File: config.mk
export PLATFORM = sky130hd
export DESIGN_NAME = vnc_ram
export DESIGN_NICKNAME = d
export VERILOG_FILES = /design/src/design/vnc_ram.sv
export SDC_FILE = /design/constraint.sdc
export NUM_CORES = 1
export LEC_CHECK = 0
export BUFFER_PORTS_ARGS = -buffer_cell sky130_fd_sc_hd__clkbuf_2
export CAP_MARGIN = 20
export CORE_AREA = 2 2 101 103
export DETAILED_ROUTE_END_ITERATION = 10
export DIE_AREA = 0 0 103 105
export PLACE_DENSITY = 0.72
export SYNTH_ARGS = -nofsm -noshare
export SYNTH_HDL_FRONTEND = slang
export SYNTH_SLANG_ARGS = --single-unit
File: constraint.sdc
create_clock -name clk -period 2.6 [get_ports clk]
set_input_delay 0.13 -clock clk [delete_from_list [all_inputs] [get_ports clk]]
set_output_delay 0.13 -clock clk [all_outputs]
set_load 0.01 [all_outputs]
File: src/design/vnc_ram.sv
// ----------------------------------------------------------------------------
// vnc_ram
// Generic single write port, single read port RAM with registered read.
// ----------------------------------------------------------------------------
module vnc_ram #(
  parameter int WIDTH = 8,
  parameter int DEPTH = 16,
  parameter int AW    = $clog2(DEPTH)
) (
  input  logic             clk,
  input  logic             we,
  input  logic [AW-1:0]    waddr,
  input  logic [WIDTH-1:0] wdata,
  input  logic             re,
  input  logic [AW-1:0]    raddr,
  output logic [WIDTH-1:0] rdata
);

  logic [WIDTH-1:0] mem [DEPTH];

  always_ff @(posedge clk) begin
    if (we) begin
      mem[waddr] <= wdata;
    end
    if (re) begin
      rdata <= mem[raddr];
    end
  end

endmodule

After elaboration in Yosys (flattened, before gate mapping)
Memory sizes are Yosys's and may differ from the RTL's. A register that Yosys moved wholly into a read port is not among the register bits.
Index checks and enable logic that the tools add are counted.
{ "totals": {"elab_cells": 3, "out_inout_bits": 8, "ramBits": 128, "regBits": 0, "latchBits": 0, "mem_count": 1, "romBits": 0, "inputBits": 19} }
{ "classes": {"div": 0, "bitwise": 0, "n_shift": 0, "eq_ne": 0, "n_lt_le_gt_ge": 0, "mux": 2, "n_mul": 0, "reduce_logical": 0, "n_addsub": 0} }
{ "memory_table": {"columns": ["name", "words", "word_bits", "read_ports", "rd_ports_with_merged_regs", "write_ports", "line_no", "rtl"], "rows": [
  ["mem", 16, 8, 1, 1, 1, "19", "logic [WIDTH-1:0] mem [DEPTH];"]
]} }
{ "ops": {"columns": ["op", "n"], "rows": [
  ["$mux W1", 2]
]} }

Longest topological paths before layout
Gate-level depths: netlist of run 1.
{ "depth": {"ltp_word": 2, "mapped_depth": 5, "mapped_depth_nobuf": 3} }

Least setup slack after synthesis of run 1
Ideal clock, no wire load.
{ "synth_path": {"path_type": "input port to flip-flop", "startpoint": "input port waddr[2]", "endpoint": "memory mem[0][0], enable pin", "n_path_buf": 0, "cell_stages": 2, "setup_ps": 383, "t_arrival_ps": 1240, "t_required_ps": 2217, "setup_slack_ps": 977, "path_cell_list": "or3b_2 -> nor3_1"} }
{ "synth_rtl": {"columns": ["item", "line_no", "rtl"], "rows": [
  ["start: declaration", "12", "input logic [AW-1:0] waddr,"],
  ["end: declaration", "19", null]
]} }
No word-level cell before the write port.

==> reports/metrics.cfg, run 1 <==
[run_status]
status=completed

[final_layout]
diodes=0
nNetsFinal=296
drive_above_1_share_pct=28.4
syn2layout_area_growth_pct=16.3
final_cells=422

[detailed_routing]
remaining_drc_errors=0
wl_per_cell_um=22.2
drtIter0Drc=203
ant_nets=0
finalWirelength_mm=9.36
vias_per_cell=5.76
dr.pass1.iters=4
vias=2430

[setup_path]
crit_path_start=mem[1][2]
cp-end-kind=flip-flop
timing.rr.start=mem[1][2]
critPathBufInv=0
crit_family=multiplexers
critical_path_class=flip-flop to flip-flop
crit_fanout=1
r2r_end=rdata[2]
r2r_slack_ns=1.06
critPathSlowestCell=mux4_1
required_ns=2.87
cp_slowest_stage_delay_ns=0.54
worstRegToRegCells=3
path_cells=mux4_1, a22oi_1, nand2_1
crit_path_end=rdata[2]
cp_data_arrival_time_ns=1.80
path_depth=3
cp-start-kind=flip-flop

[clock_tree]
clockBufferDepth=2
root_buffer=clkbuf_8
cts_tree=built
post_cts_buffers=0
cts_buffers=17
h-tree-depth=4
cts-hold-fix-buffers=0
ctsResizeCount=0
cts.clk_slew.worst_paths_ns=0.06
clk_latency_ns=0.52
cts_sinks=136

[floorplan]
die_area_um2=10800
rows=36
coreArea_um2=9640
fp.dieW_um=103
initial_core_util_pct=54.2
die_h_um=105
ios=27

[power_and_ir_drop]
p_leak_uw=0.00204
power_density_nw_per_um2=796
peakVddDrop_mv=0.418

[synthesis]
synth.avg_cell_area_um2=22.8
ys_ff_latch=136
syn_nets=248
syn_area_um2=5230
ys_warn_count=0
synthCells=229
yosysSeqAreaShare_pct=78.1
synth_cell_type_count=18

[global_route]
track_usage_pct=19.6
grt_pass1_vias=2472
overflow=0
grt_max_degree=33
grt_antenna_before_repair=0
grt_first_pass_wirelength_mm=14.5

[sta]
tightest_slew_ns=0.788
timing.setup.tns_ns=0
hold_violations=0
setup_viol=0
timing.fmax_mhz=651
period_share_pct=59.1
maxSlewViolCount=0
rsz0062_at_grt=no
min_period_ns=1.54
fin_skew_ns=0.00630
slew_headroom_pct=47.3

[place]
gp_congestion=0.734
dp_hpwl_mm=5.85
io_buffers=26
dp_cells=391

[min_path]
hp-class=primary input to flip-flop

[run]
cap_violations=0

synthesized netlist by cell type, drive strengths merged:
cell           instances  area share, %
edfxtp               136             78
mux4                  32             15
a22oi                 16            2.3
nor2                  13           0.93
nand2                  9           0.65
buf                    7            1.1
nor3                   4           0.38
clkdlybuf4s25          3           0.57
nand2b                 2           0.24
nand3b                 2           0.29
and2                   1           0.12
and2b                  1           0.14
nand3                  1          0.096
nor2b                  1           0.12
or3b                   1           0.17
report_power, final:
part,total (uW),internal (uW),switching [uW]
Clock,2130,1330,804
Sequential,2480,2470,12.4
Combinational,219,91.6,127
Total,4840,3890,944
logic make-up after synthesis:
logic type / synth area share (%)
DFF: 78.1
buffers and inverters: 1.65
and+or+nand+nor: 3.14
AOI/OAI and AO/OA: 2.30
muxes: 14.8
cells in the final DEF (no fill, tap or decap):
master and count:
a22oi_1 16, and2_1 1, and2b_1 1, buf_12 1, buf_4 12, bufinv_16 2, clkbuf_1 1, clkbuf_16 16
clkbuf_2 26, clkbuf_8 1, clkinv_1 6, clkinv_2 3, clkinvlp_4 2, edfxtp_1 136, mux4_1 14, mux4_2 18
nand2_1 9, nand2b_1 2, nand3_1 1, nand3b_1 2, nor2_1 13, nor2b_1 1, nor3_1 4, or3b_2 1
routing by layer:
metal	GRT usage, %	share of wire (%)	up-vias
li1	-	-	1080
met1	26.4	42	1253
met2	30.5	50	86
met3	4.82	5.3	11
met4	8.74	2.1	0
met5	0	0	-
state kept, by name, indices dropped and copies added, names as in the netlist:
register / flops
rdata: 8
mem: 128
per-stage QoR:
stage	area, um2	hold slack [ns]	setup slack [ns]	total power [uW]	utilization, %
after floorplan	5230	0.229	0.977	2660	-
after CTS	6080	0.00481	1.07	4870	63.1
after detailed placement	5550	0.550	0.637	2750	57.6
after global routing	6080	0.0189	1.03	4990	63.1
after global placement	5550	0.539	0.688	2740	57.6
final	6080	0.0165	1.06	4840	63.1
how the worst min path moves through the flow:
stage                     startpoint          to  slack, ns  cells past startpoint
final                       wdata[3]   mem[4][3]       0.02                      1
after CTS                   wdata[4]   mem[0][4]      0.005                      1
after global routing              re    rdata[2]       0.02                      1
after floorplan             wdata[0]   mem[0][0]       0.23                      0
after global placement      wdata[4]  mem[10][4]       0.54                      1
after detailed placement    wdata[4]  mem[11][4]       0.55                      1
worst reg2reg max path: stages (launching register included):
cell	delay, ns
edfxtp_1	0.36
mux4_1	0.54
a22oi_1	0.30
nand2_1	0.09
cell type report:
type,instances,area (um2)
clock inverter,13,113
sequential,136,4080
timing repair buffer,39,240
clock buffer,18,418
multi-input combinational,83,1060
fill,673,3560
tap,133,166
Note: power is estimated with default switching activity, not from simulation.
==> inputs of run 2 (changes only) <==
- ABC_AREA: unset -> 1
- CORE_AREA: 2 2 101 103 -> 2 2 107 109
- DIE_AREA: 0 0 103 105 -> 0 0 109 111
- PLACE_DENSITY: 0.72 -> 0.71
- clock period: 2.6 -> 1.5 ns (I/O delays scaled with it)
==> reports/metrics.cfg, run 2 <==
[sta]
setup_viol=0  ; unchanged
period_share_pct=78.3  ; was 59.1%
fin_skew_ns=0.00465  ; was 0.00630 ns
timing.setup.tns_ns=0  ; unchanged
tightest_slew_ns=0.605  ; was 0.788 ns
min_period_ns=1.17  ; was 1.54 ns
maxSlewViolCount=0  ; unchanged
slew_headroom_pct=59.6  ; was 47.3%
holdWs_ns=0.0341  ; was 0.0165 ns
hold_violations=0  ; unchanged
rsz0062_at_grt=no  ; unchanged
timing.fmax_mhz=851  ; was 651 MHz

[final_layout]
drive_above_1_share_pct=12.6  ; was 28.4%
final_common_cell=nand2_1  ; was edfxtp_1
final_cells=752  ; was 422
top_register=mem  ; unchanged
largest_reg_flops=128  ; unchanged
nNetsFinal=616  ; was 296
diodes=0  ; unchanged
mostFrequentLayoutCells=nand2_1 (173), edfxtp_1 (136), inv_1 (100), nand3_1 (97), clkbuf_2 (26)  ; was edfxtp_1 (136), clkbuf_2 (26), mux4_2 (18), a22oi_1 (16), clkbuf_16 (16)
reg_top3=mem (128), rdata (8)  ; unchanged
fin_util_pct=60.8  ; was 63.1%
syn2layout_area_growth_pct=15.2  ; was 16.3%

[place]
gp_congestion=0.882  ; was 0.734
io_buffers=26  ; unchanged
dp_hpwl_mm=8.38  ; was 5.85 mm
dp_cells=721  ; was 391

[detailed_routing]
drtIter0Drc=494  ; was 203
ant_nets=0  ; unchanged
vias_per_cell=5.29  ; was 5.76
finalWirelength_mm=13.3  ; was 9.36 mm
wl_per_cell_um=17.7  ; was 22.2 um
vias=3976  ; was 2430
remaining_drc_errors=0  ; unchanged
dr.pass1.iters=5  ; was 4

[floorplan]
fp.dieW_um=109  ; was 103 um
ios=27  ; unchanged
rows=39  ; was 36
die_area_um2=12100  ; was 10800 um2
initial_core_util_pct=52.8  ; was 54.2%
die_h_um=111  ; was 105 um
coreArea_um2=11100  ; was 9640 um2

[synthesis]
syn_nets=570  ; was 248
synth.avg_cell_area_um2=10.6  ; was 22.8 um2
synth_top_cell_area_share_pct=69.8  ; was 78.1%
ys_warn_count=0  ; unchanged
synth_top_area_cell=edfxtp_1  ; unchanged
yosysMostFrequentCell=nand2_1  ; was edfxtp_1
synth_cell_type_count=11  ; was 18
synth_mux_area_share_pct=0  ; was 14.8%
yosysSeqAreaShare_pct=69.8  ; was 78.1%
synthXorXnorAreaFrac_pct=0  ; unchanged
ys_ff_latch=136  ; unchanged
synthArstFlopShare_pct=0  ; unchanged
synth_flop_cell=edfxtp_1  ; unchanged
synthCells=551  ; was 229
synth_compound_area_share_pct=0  ; was 2.30%
synthSimpleGateAreaFrac_pct=20.8  ; was 3.14%
synth_edf_count=136  ; unchanged
synth_top_family_by_area=simple AND/OR/NAND/NOR gates  ; was multiplexers
synth_fa_ha_area_share_pct=0  ; unchanged
synth_common_cells=nand2_1 (173), edfxtp_1 (136), inv_1 (100)  ; was edfxtp_1 (136), mux4_2 (18), a22oi_1 (16)
syn_area_um2=5850  ; was 5230 um2
synthTopCellsByArea=edfxtp_1 (70%), nand2_1 (11%), nand3_1 (8.3%), inv_1 (6.4%), buf_6 (1.2%)  ; was edfxtp_1 (78%), mux4_2 (7.8%), mux4_1 (7.0%), a22oi_1 (2.3%), nor2_1 (0.93%)

[clock_tree]
root_buffer=clkbuf_16  ; was clkbuf_8
cts.clk_slew.worst_paths_ns=0.06  ; about the same
cts_tree=built  ; unchanged
h-tree-depth=4  ; unchanged
cts_buffers=17  ; unchanged
cts-hold-fix-buffers=0  ; unchanged
clockBufferDepth=2  ; unchanged
post_cts_buffers=0  ; unchanged
ctsResizeCount=0  ; unchanged
clk_latency_ns=0.42  ; was 0.52 ns
cts_sinks=136  ; unchanged

[global_route]
grtUsageMet2_pct=34.0  ; was 30.5%
grt_max_degree=42  ; was 33
grt_first_pass_wirelength_mm=21.3  ; was 14.5 mm
use_met1_pct=35.0  ; was 26.4%
grt_antenna_before_repair=0  ; unchanged
grt_pass1_vias=3914  ; was 2472
use_met3_pct=6.23  ; was 4.82%
track_usage_pct=24.5  ; was 19.6%
overflow=0  ; unchanged
busiest_layer=met1  ; was met2

[power_and_ir_drop]
p_leak_uw=0.00292  ; was 0.00204 uW
peakVddDrop_mv=0.729  ; was 0.418 mV
power_density_nw_per_um2=1270  ; was 796 nW/um2

[setup_path]
required_ns=1.66  ; was 2.87 ns
cp-end-kind=flip-flop  ; unchanged
cp-start-kind=flip-flop  ; unchanged
critical_path_class=flip-flop to flip-flop  ; unchanged
cp_data_arrival_time_ns=1.33  ; was 1.80 ns
crit_fanout=1  ; unchanged

[min_path]
hp-class=primary input to flip-flop  ; unchanged

[run_status]
status=completed  ; unchanged

[run]
cap_violations=0  ; unchanged

run 2: cell count changes after synthesis, moves of 3 or more:
cell	change
buf_6	+3
a22oi_1	-16
mux4_1	-14
buf_2	+10
buf_4	+3
inv_1	+100
nand2_1	+164
nand3_1	+96
nor3_1	-4
clkdlybuf4s25_2	-3
mux4_2	-18
nor2_1	+4
run 2: cells by family after synthesis:
kind of cell / count (synthesis)
flops: 136
simple gates: 289
buf+inv: 126
run 2: worst paths after layout:
path	slack [ns]	depth (start not counted)	end	startpoint
max	0.33	6	rdata[7]	mem[6][7]
min	0.03	1	rdata[1]	re
max reg2reg	0.33	6	rdata[7]	mem[6][7]
min reg2reg	0.76	6	rdata[3]	mem[8][3]
run 2: area by class of cell:
| class | count | area (um2) |
|---|---|---|
| fill | 861 | 4340 |
| multi-input combinational | 289 | 1210 |
| timing repair buffer | 51 | 355 |
| clock buffer | 19 | 433 |
| clock inverter | 12 | 86.3 |
| inverter | 102 | 383 |
| sequential | 136 | 4080 |
| tap | 143 | 179 |
run 2: critical path, cell delays in order, from the launching register on:
cell and delay [ns]:
edfxtp_1 0.37, nand2_1 0.08, nand2_1 0.07, nand2_1 0.06, nand3_1 0.12, nand3_1 0.12
nand2_1 0.09
run 2: layer usage:
metal / wire [um] / part of all wire, %
met5: 0 / 0
met4: 642 / 4.8
met3: 1030 / 7.7
met2: 6030 / 45
met1: 5600 / 42
run 2: per-stage QoR:
step	setup WS, ns	total power, uW	instance area (um2)
6_report	0.325	8550	6730
5_1_grt	0.266	8830	6730
4_1_cts	0.331	8590	6730
3_5_place_dp	0.133	4920	6210
3_3_place_gp	0.176	4900	6210
2_1_floorplan	0.474	4690	5850
run 2: where the power goes:
group	internal, uW	leakage, uW	switching (uW)
sequential	4280	0.00124	23.3
clock	2220	0.000246	1490
combinational	161	0.00144	378
total	6670	0.00292	1890
